===== src/hw/rtl/hsnl_pkg.sv =====
// shared types and constants of the noise level estimator
package hsnl_pkg;

  localparam int SAMPLE_W       = 24;
  localparam int COUNT_W        = 13;
  localparam int AVG_W          = 16;
  localparam int MAX_SAMPLES    = 4096;
  localparam int MIN_TEST_INDEX = 5;
  localparam int PSUM_W         = 36;
  localparam int SQ_W           = 2 * SAMPLE_W;
  localparam int SSUM_W         = 60;
  localparam int MUL_W          = 32;
  localparam int PROD_W         = 2 * MUL_W;
  localparam int JN_W           = 28;
  localparam int K_W            = 40;
  localparam int P2_W           = 2 * PSUM_W;
  localparam int ACC_W          = 100;
  localparam int FRAC_BITS      = 8;
  localparam int DIV_W          = PSUM_W + FRAC_BITS;
  localparam int DIV_CNT_W      = $clog2(DIV_W);
  localparam int MEAN_W         = 32;
  localparam int CFG_IDX_W      = 1;
  localparam int CFG_DATA_W     = 16;
  localparam int S_TDATA_W      = ((SAMPLE_W + 7) / 8) * 8;
  localparam int OUT_PAY_W      = MEAN_W + COUNT_W;
  localparam int M_TDATA_W      = ((OUT_PAY_W + 7) / 8) * 8;

  typedef enum logic [CFG_IDX_W-1:0] {
    REG_AVERAGES     = 1'b0,
    REG_SAMPLE_COUNT = 1'b1
  } cfg_reg_t;

  typedef enum logic [4:0] {
    ST_IDLE,
    ST_SQ,
    ST_JN,
    ST_K,
    ST_PLL,
    ST_PLH,
    ST_PHH,
    ST_Q0,
    ST_R0,
    ST_R1,
    ST_R2,
    ST_L0,
    ST_L1,
    ST_L2,
    ST_L3,
    ST_L4,
    ST_CMP,
    ST_END,
    ST_DIV,
    ST_OUT
  } state_t;

endpackage


===== src/hw/rtl/hildebrand_sekhon_noise_level.sv =====
// Hildebrand-Sekhon noise level estimator: one sequencer around one 32x32 multiplier.
// Feed the sorted power samples of one spectrum on s_axis, one per request. A sample
// is taken only once the one before is done. Each is squared, and once the index passes
// max(5, 0.75 times the count), the square and the white-noise test comparison run as
// 13 products on the single shared multiplier. After the stop, samples skip both the
// square and the test. After the last sample of a spectrum, a one-bit-per-cycle divider
// forms the mean and the output register is loaded (later while an earlier result
// still waits there); the result carries the mean as 24.8 fixed point and the number
// of samples used, and the next spectrum may start while it waits on m_axis.
// Write configuration only between spectra while the block is idle.
module hildebrand_sekhon_noise_level (
  input  logic                             clk,
  input  logic                             rst,
  input  logic                             s_axis_tvalid,
  output logic                             s_axis_tready,
  input  logic [hsnl_pkg::S_TDATA_W-1:0]   s_axis_tdata,   // sample[23:0]
  output logic                             m_axis_tvalid,
  input  logic                             m_axis_tready,
  output logic [hsnl_pkg::M_TDATA_W-1:0]   m_axis_tdata,   // noise_level[31:0], samples_used[44:32]
  input  logic                             cfg_valid,
  output logic                             cfg_ready,
  input  logic [hsnl_pkg::CFG_IDX_W-1:0]   cfg_index,
  input  logic [hsnl_pkg::CFG_DATA_W-1:0]  cfg_data
);

  localparam int COUNT_W = hsnl_pkg::COUNT_W;

  hsnl_pkg::state_t state, state_next;

  logic [hsnl_pkg::AVG_W-1:0]     averages;
  logic [COUNT_W-1:0]             sample_count;
  logic [hsnl_pkg::SAMPLE_W-1:0]  s_reg;
  logic [hsnl_pkg::SAMPLE_W-1:0]  prev;
  logic [hsnl_pkg::SQ_W-1:0]      prev_sq;
  logic [hsnl_pkg::SQ_W-1:0]      cur_sq;
  logic [hsnl_pkg::PSUM_W-1:0]    power_sum;
  logic [hsnl_pkg::SSUM_W-1:0]    square_sum;
  logic [COUNT_W-1:0]             sample_index;
  logic [COUNT_W-1:0]             used_count;
  logic                           stopped;
  logic [hsnl_pkg::PROD_W-1:0]    prod;
  logic [hsnl_pkg::ACC_W-1:0]     acc;
  logic [hsnl_pkg::ACC_W-1:0]     rhs;
  logic [hsnl_pkg::JN_W-1:0]      bb;
  logic [hsnl_pkg::K_W-1:0]       kk;
  logic [hsnl_pkg::P2_W-1:0]      p2;
  logic [hsnl_pkg::DIV_W-1:0]     div_q;
  logic [COUNT_W-1:0]             div_rem;
  logic [hsnl_pkg::DIV_CNT_W-1:0] div_cnt;
  logic [COUNT_W-1:0]             divisor;
  logic                           out_valid;
  logic [hsnl_pkg::M_TDATA_W-1:0] out_data;

  // control decoded from the state
  logic [hsnl_pkg::MUL_W-1:0] mul_a, mul_b;
  logic                       acc_add, acc_clr;
  logic [6:0]                 acc_shift;
  logic                       out_load;

  logic [hsnl_pkg::ACC_W-1:0] acc_sum;
  logic [COUNT_W-1:0]         count_eff;
  logic [COUNT_W-1:0]         index_inc;
  logic [COUNT_W-1:0]         index_dec;
  logic [COUNT_W+1:0]         index_x4;
  logic [COUNT_W+1:0]         count_x3;
  logic                       test_en;
  logic                       last;
  logic [COUNT_W:0]           rem_sh;
  logic                       rem_ge;
  logic [COUNT_W:0]           rem_sub;

  assign cfg_ready     = 1'b1;
  assign m_axis_tvalid = out_valid;
  assign m_axis_tdata  = out_data;

  // count zero acts as one, above the maximum it saturates
  always_comb begin
    if (sample_count == '0) begin
      count_eff = COUNT_W'(1);
    end else if (sample_count > COUNT_W'(hsnl_pkg::MAX_SAMPLES)) begin
      count_eff = COUNT_W'(hsnl_pkg::MAX_SAMPLES);
    end else begin
      count_eff = sample_count;
    end
  end

  assign index_inc = sample_index + COUNT_W'(1);
  assign index_dec = sample_index - COUNT_W'(1);
  assign index_x4  = {sample_index, 2'b00};
  assign count_x3  = {2'b00, count_eff} + {1'b0, count_eff, 1'b0};
  assign test_en   = (sample_index > COUNT_W'(hsnl_pkg::MIN_TEST_INDEX)) &&
                     (index_x4 > count_x3);
  assign last      = !(index_inc < count_eff);

  assign acc_sum = (acc_clr ? '0 : acc) + (hsnl_pkg::ACC_W'(prod) << acc_shift);

  // restoring divider step
  assign rem_sh  = {div_rem, div_q[hsnl_pkg::DIV_W-1]};
  assign rem_ge  = rem_sh >= {1'b0, divisor};
  assign rem_sub = rem_sh - {1'b0, divisor};

  always_ff @(posedge clk) begin
    if (rst) begin
      state <= hsnl_pkg::ST_IDLE;
    end else begin
      state <= state_next;
    end
  end

  always_comb begin
    state_next = state;
    unique case (state)
      hsnl_pkg::ST_IDLE: begin
        if (s_axis_tvalid) begin
          state_next = stopped ? hsnl_pkg::ST_END : hsnl_pkg::ST_SQ;
        end
      end
      hsnl_pkg::ST_SQ:  state_next = hsnl_pkg::ST_JN;
      hsnl_pkg::ST_JN:  state_next = test_en ? hsnl_pkg::ST_K : hsnl_pkg::ST_END;
      hsnl_pkg::ST_K:   state_next = hsnl_pkg::ST_PLL;
      hsnl_pkg::ST_PLL: state_next = hsnl_pkg::ST_PLH;
      hsnl_pkg::ST_PLH: state_next = hsnl_pkg::ST_PHH;
      hsnl_pkg::ST_PHH: state_next = hsnl_pkg::ST_Q0;
      hsnl_pkg::ST_Q0:  state_next = hsnl_pkg::ST_R0;
      hsnl_pkg::ST_R0:  state_next = hsnl_pkg::ST_R1;
      hsnl_pkg::ST_R1:  state_next = hsnl_pkg::ST_R2;
      hsnl_pkg::ST_R2:  state_next = hsnl_pkg::ST_L0;
      hsnl_pkg::ST_L0:  state_next = hsnl_pkg::ST_L1;
      hsnl_pkg::ST_L1:  state_next = hsnl_pkg::ST_L2;
      hsnl_pkg::ST_L2:  state_next = hsnl_pkg::ST_L3;
      hsnl_pkg::ST_L3:  state_next = hsnl_pkg::ST_L4;
      hsnl_pkg::ST_L4:  state_next = hsnl_pkg::ST_CMP;
      hsnl_pkg::ST_CMP: state_next = hsnl_pkg::ST_END;
      hsnl_pkg::ST_END: state_next = last ? hsnl_pkg::ST_DIV : hsnl_pkg::ST_IDLE;
      hsnl_pkg::ST_DIV: begin
        if (div_cnt == '0) begin
          state_next = hsnl_pkg::ST_OUT;
        end
      end
      hsnl_pkg::ST_OUT: begin
        if (!out_valid || m_axis_tready) begin
          state_next = hsnl_pkg::ST_IDLE;
        end
      end
      default: state_next = hsnl_pkg::ST_IDLE;
    endcase
  end

  // multiplier operands and accumulator control per step
  always_comb begin
    mul_a         = '0;
    mul_b         = '0;
    acc_add       = 1'b0;
    acc_clr       = 1'b0;
    acc_shift     = 7'd0;
    out_load      = 1'b0;
    s_axis_tready = 1'b0;
    unique case (state)
      hsnl_pkg::ST_IDLE: s_axis_tready = 1'b1;
      hsnl_pkg::ST_SQ: begin
        mul_a = hsnl_pkg::MUL_W'(s_reg);
        mul_b = hsnl_pkg::MUL_W'(s_reg);
      end
      hsnl_pkg::ST_JN: begin
        mul_a = hsnl_pkg::MUL_W'(sample_index);
        mul_b = hsnl_pkg::MUL_W'(averages);
      end
      hsnl_pkg::ST_K: begin
        // j*navg*(j-1)
        mul_a = hsnl_pkg::MUL_W'(prod[hsnl_pkg::JN_W-1:0]);
        mul_b = hsnl_pkg::MUL_W'(index_dec);
      end
      hsnl_pkg::ST_PLL: begin
        mul_a = power_sum[31:0];
        mul_b = power_sum[31:0];
      end
      hsnl_pkg::ST_PLH: begin
        mul_a     = power_sum[31:0];
        mul_b     = hsnl_pkg::MUL_W'(power_sum[hsnl_pkg::PSUM_W-1:32]);
        acc_add   = 1'b1;
        acc_clr   = 1'b1;
      end
      hsnl_pkg::ST_PHH: begin
        mul_a     = hsnl_pkg::MUL_W'(power_sum[hsnl_pkg::PSUM_W-1:32]);
        mul_b     = hsnl_pkg::MUL_W'(power_sum[hsnl_pkg::PSUM_W-1:32]);
        acc_add   = 1'b1;
        acc_shift = 7'd33;
      end
      hsnl_pkg::ST_Q0: begin
        acc_add   = 1'b1;
        acc_shift = 7'd64;
      end
      hsnl_pkg::ST_R0: begin
        mul_a = p2[31:0];
        mul_b = hsnl_pkg::MUL_W'(bb);
      end
      hsnl_pkg::ST_R1: begin
        mul_a     = p2[63:32];
        mul_b     = hsnl_pkg::MUL_W'(bb);
        acc_add   = 1'b1;
        acc_clr   = 1'b1;
      end
      hsnl_pkg::ST_R2: begin
        mul_a     = hsnl_pkg::MUL_W'(p2[hsnl_pkg::P2_W-1:64]);
        mul_b     = hsnl_pkg::MUL_W'(bb);
        acc_add   = 1'b1;
        acc_shift = 7'd32;
      end
      hsnl_pkg::ST_L0: begin
        mul_a     = square_sum[31:0];
        mul_b     = kk[31:0];
        acc_add   = 1'b1;
        acc_shift = 7'd64;
      end
      hsnl_pkg::ST_L1: begin
        mul_a     = square_sum[31:0];
        mul_b     = hsnl_pkg::MUL_W'(kk[hsnl_pkg::K_W-1:32]);
        acc_add   = 1'b1;
        acc_clr   = 1'b1;
      end
      hsnl_pkg::ST_L2: begin
        mul_a     = hsnl_pkg::MUL_W'(square_sum[hsnl_pkg::SSUM_W-1:32]);
        mul_b     = kk[31:0];
        acc_add   = 1'b1;
        acc_shift = 7'd32;
      end
      hsnl_pkg::ST_L3: begin
        mul_a     = hsnl_pkg::MUL_W'(square_sum[hsnl_pkg::SSUM_W-1:32]);
        mul_b     = hsnl_pkg::MUL_W'(kk[hsnl_pkg::K_W-1:32]);
        acc_add   = 1'b1;
        acc_shift = 7'd32;
      end
      hsnl_pkg::ST_L4: begin
        acc_add   = 1'b1;
        acc_shift = 7'd64;
      end
      hsnl_pkg::ST_CMP, hsnl_pkg::ST_END, hsnl_pkg::ST_DIV: ;
      hsnl_pkg::ST_OUT: out_load = !out_valid || m_axis_tready;
      default: ;
    endcase
  end

  always_ff @(posedge clk) begin
    prod <= mul_a * mul_b;
    if (acc_add) begin
      acc <= acc_sum;
    end
  end

  always_ff @(posedge clk) begin
    if (rst) begin
      averages     <= hsnl_pkg::AVG_W'(1);
      sample_count <= COUNT_W'(hsnl_pkg::MAX_SAMPLES);
      power_sum    <= '0;
      square_sum   <= '0;
      sample_index <= '0;
      used_count   <= '0;
      stopped      <= 1'b0;
      out_valid    <= 1'b0;
      div_cnt      <= '0;
    end else begin
      if (cfg_valid) begin
        unique case (hsnl_pkg::cfg_reg_t'(cfg_index))
          hsnl_pkg::REG_AVERAGES:     averages     <= cfg_data;
          hsnl_pkg::REG_SAMPLE_COUNT: sample_count <= cfg_data[COUNT_W-1:0];
        endcase
      end

      if (out_load) begin
        out_valid <= 1'b1;
      end else if (m_axis_tready) begin
        out_valid <= 1'b0;
      end

      case (state)
        hsnl_pkg::ST_IDLE: begin
          if (s_axis_tvalid) begin
            s_reg <= s_axis_tdata[hsnl_pkg::SAMPLE_W-1:0];
            if (!stopped) begin
              power_sum <= power_sum +
                           hsnl_pkg::PSUM_W'(s_axis_tdata[hsnl_pkg::SAMPLE_W-1:0]);
            end
          end
        end
        hsnl_pkg::ST_JN: begin
          square_sum <= square_sum + hsnl_pkg::SSUM_W'(prod[hsnl_pkg::SQ_W-1:0]);
          cur_sq     <= prod[hsnl_pkg::SQ_W-1:0];
        end
        hsnl_pkg::ST_K: begin
          // threshold factor j*navg + j - 1
          bb <= prod[hsnl_pkg::JN_W-1:0] + hsnl_pkg::JN_W'(index_dec);
        end
        hsnl_pkg::ST_PLL: kk <= prod[hsnl_pkg::K_W-1:0];
        hsnl_pkg::ST_Q0:  p2 <= acc_sum[hsnl_pkg::P2_W-1:0];
        hsnl_pkg::ST_L0:  rhs <= acc_sum;
        hsnl_pkg::ST_CMP: begin
          // not white: take the previous sample back out and freeze
          if (acc > rhs) begin
            power_sum  <= power_sum - hsnl_pkg::PSUM_W'(prev);
            square_sum <= square_sum - hsnl_pkg::SSUM_W'(prev_sq);
            used_count <= sample_index;
            stopped    <= 1'b1;
          end
        end
        hsnl_pkg::ST_END: begin
          prev    <= s_reg;
          prev_sq <= cur_sq;
          if (last) begin
            divisor      <= stopped ? used_count : index_inc;
            div_q        <= {power_sum, hsnl_pkg::FRAC_BITS'(0)};
            div_rem      <= '0;
            div_cnt      <= hsnl_pkg::DIV_CNT_W'(hsnl_pkg::DIV_W - 1);
            power_sum    <= '0;
            square_sum   <= '0;
            sample_index <= '0;
            used_count   <= '0;
            stopped      <= 1'b0;
          end else begin
            sample_index <= index_inc;
          end
        end
        hsnl_pkg::ST_DIV: begin
          div_rem <= rem_ge ? rem_sub[COUNT_W-1:0] : rem_sh[COUNT_W-1:0];
          div_q   <= {div_q[hsnl_pkg::DIV_W-2:0], rem_ge};
          div_cnt <= div_cnt - hsnl_pkg::DIV_CNT_W'(1);
        end
        hsnl_pkg::ST_OUT: begin
          if (out_load) begin
            out_data <= hsnl_pkg::M_TDATA_W'({divisor, div_q[hsnl_pkg::MEAN_W-1:0]});
          end
        end
        default: ;
      endcase
    end
  end

endmodule


===== config.mk =====
export PLATFORM = sky130hd
export DESIGN_NAME = hildebrand_sekhon_noise_level
export DESIGN_NICKNAME = d
export VERILOG_FILES = /design/src/hw/rtl/hsnl_pkg.sv /design/src/hw/rtl/hildebrand_sekhon_noise_level.sv
export SDC_FILE = /design/constraint.sdc
export NUM_CORES = 2
export LEC_CHECK = 0
export ABC_CLOCK_PERIOD_IN_PS = 13450
export BUFFER_PORTS_ARGS = -buffer_cell sky130_fd_sc_hd__buf_2
export CAP_MARGIN = 15
export CORE_MARGIN = 3
export CORE_UTILIZATION = 45
export DETAILED_ROUTE_END_ITERATION = 8
export GPL_TIMING_DRIVEN = 1
export PLACE_DENSITY = 0.63
export SLEW_MARGIN = 20
export SYNTH_ARGS = -nofsm -noshare
export SYNTH_HDL_FRONTEND = slang
export SYNTH_SLANG_ARGS = --single-unit

===== constraint.sdc =====
create_clock -name clk -period 13.45 [get_ports clk]
set_clock_uncertainty 0.05 [all_clocks]
set_input_delay 2.69 -clock clk [delete_from_list [all_inputs] [get_ports clk]]
set_output_delay 2.69 -clock clk [all_outputs]
set_load 0.1 [all_outputs]

==> impl_results.md <==
* Status: completed
* Final std cells w/o fill at 11209
* Yosys reg bits at between 800 and 900
* P&R area growth vs syn at 8.08%
* TNS Setup at 0 ns
* Cells after DPL at 11027
* Crit start category: flop
* Vias post-DR at 66898
* Minimum clock period after layout at ~12 ns
* Congestion Overflow GR at 0
* WHS at about 0.35 ns
* CTS tree: yes
* Crit path top cell by count: fa_1
* Crit share post-route at 88.1%
* FP Rows at 155
* Post-synth top area share at between 20% and 30%
* Largest family of logic cells by synthesized area: adder cells
* Worst Hold Class: reg -> reg
* Critical path peak fanout at 22
* Worst IR drop on VDD at 0.0945 mV
* Hold_sp: cur_sq[5]
* Design area at 0.0882 mm²
* Buffer count from post-CTS setup fixing at 0
* Die Height at 432 µm
* Clk root buf: clkbuf_16
* Endpoints failing setup at 0
* Critical path class: reg -> reg
* CP arrival at between 10 and 15 ns
* Req. time, crit path at 13.98 ns
* Die Span X at around 430 µm
* Die area at approximately 0.19 mm²
* Post-synth top area cell: fa_1
* Share of layout cells above drive strength 1 at approximately 6.3%
* RePlAce Congestion at roughly 1.0
* Routed len/inst at 26.4 µm
* Max Fclk at 84.4 MHz
* DR DRC count at 0
* GR Util All Layers at 31.6%
* Cts hold-fix bufs at 0
* Slew of the pin with the lowest slew margin at between 1 and 1.5 ns
* CP startpoint: state[1]
* Distinct cell type count after synthesis at 94
* First-pass GRT wire length at 438000 µm
* Top cells by area, synth: fa_1 22%, edfxtp_1 22%, ha_1 9.6%
* Syn. warnings at 0
* Max-Cap Viols at 0
* Initial antenna violation count at 17
* CTS sink count at roughly 830
* Post-synthesis sequential area ratio at 27.6%
* Number of global-route vias before repair at 66980
* Number of CTS-inserted buffers at 88
* FF-to-FF End: prod[61]
* Clock transition at the registers of the reported paths at 0.07 ns
* Synth async-reset ratio at 0%
* Area post-placement at around 0.085 mm²
* Final max-slew violation count at 0
* XOR/XNOR Fraction of Synth Area at 3.90%
* Crit-path slowest cell: nand2_1
* Reg2reg path depth at 30
* Largest net degree at the start of global routing at 73
* Slowest cell delay on critical path at just over 0.8 ns
* Vias per Instance at 5.97
* Avg Inst Size Synth at 9.20 µm²
* Worst reg2reg setup slack at 1.60 ns
* Synthesized area at 0.0816 mm²
* Clock buffer depth at 3
* Simple-gate share of the synthesized area at 15.1%
* RSZ-0062 raised after global routing: no
* Total iterations of the first detailed-routing run at 8
* Compound-Gate Fraction of Synth Area at 12.8%
* Mux contribution to synthesized area at 1.11%
* Post-synthesis adder-cell area fraction at 31.7%
* Core Region at 0.179 mm²
* Worst Setup End Kind: flop
* Clk_lat worst skew at about 0.74 ns
* Initial drt markers at 6952
* H-tree levels at 3
* Post-cts resize count at 0
* Post-Syn Instances at 8872
* Biggest regs: acc x100, rhs x100, p2 x72
* Post-route ant nets at 0
* Layout Utilization at between 40% and 50%
* Crit path to: prod[61]
* Worst R2R Start: state[1]
* Starting Density at around 45%
* Nets at 10337
* Top_reg_cell synth: edfxtp_1
* HPWL after DPL at 233000 µm
* Commonest non-fill, non-tap cells in the layout: 1184 x inv_1, 1178 x nand2_1, 902 x fa_1
* Max transition margin at 15.1%
* Cell Pwr Density at 85.2 mW/mm²
* Pleak at 39.7 nW
* Number of top-level pins at 97
* Post-synth EDFFs at 599
* Port bufs at 92
* DRT Wirelength at 296000 µm
* Final hold vios at 0
* Commonest non-fill, non-tap cell in the layout: inv_1
stage by stage:
stage / total power, W / setup slack [ns]
after floorplan: 0.00415 / 2.78
after global placement: 0.00485 / 2.10
after detailed placement: 0.00486 / 1.83
after CTS: 0.00750 / 1.77
after global routing: 0.00779 / 1.00
final: 0.00752 / 1.60
metal layers:
layer | wire (µm) | GRT usage, % | vias to the layer above | share of wire, %
li1 | - | - | 29402 | -
met1 | 121000 | 43.3 | 33406 | 41
met2 | 127000 | 47.4 | 3379 | 43
met3 | 30900 | 7.33 | 703 | 10
met4 | 17400 | 15.2 | 8 | 5.9
met5 | 62 | 0 | - | 0.021
synthesized netlist by cell type (44+ instances only):
cell type     n
a22o_1       45
edfxtp_1    599
and2_1       44
nand2b_1     52
a31oi_1      51
a211oi_1     81
a21o_1      164
o21bai_1     72
and3_1       50
nor3_1      135
o21ai_0     289
clkbuf_1    432
inv_1      1184
dfxtp_1     228
ha_1        626
xnor2_1     197
nand4_1     100
mux2i_1      77
xor2_1      166
nor2_1      821
nand3_1      99
fa_1        902
a21oi_1     487
nand2_1    1180
a22oi_1      92
nor2b_1     143
worst min-delay path by stage:
stage,endpoint,cells past startpoint
floorplan,prev_sq[0],0
global placement,prev_sq[1],0
detailed placement,prev_sq[23],0
CTS,prev_sq[5],0
global route,prev_sq[5],0
finish,prev_sq[5],0
critical path, delay by kind of cell, from the launching register on:
kind	cells	cell delay, ns
adder cells (fa/ha/maj)	9	4.66
XOR/XNOR	1	0.15
buffers and inverters	4	0.61
AO/OA/AOI/OAI	11	3.32
flip-flops	1	0.79
AND/OR/NAND/NOR	5	2.05
logic make-up after synthesis:
kind of cell	Yosys count
mux	89
compound gates	1611
other cells	2
xor+xnor	363
fa+ha+maj	1528
buf+inv	1670
flops	827
simple gates	2782
area by class of cell:
type / count / area (µm²)
flip-flops and latches: 827 / 22600
repair buffers: 284 / 1940
clock inverters: 58 / 747
inverters: 1185 / 4450
diodes: 15 / 37.5
multi-input cells: 6377 / 53200
clock buffers: 108 / 2350
fillers: 16662 / 91200
well taps: 2355 / 2950
report_power, final:
group	internal, W	leakage (nW)	switching, W	total [W]
clock network	0.00151	1.51	0.00114	0.00265
registers	0.00287	7.32	0.000115	0.00299
logic	0.000586	30.9	0.00129	0.00188
Note: power is estimated with default switching activity, not from simulation.
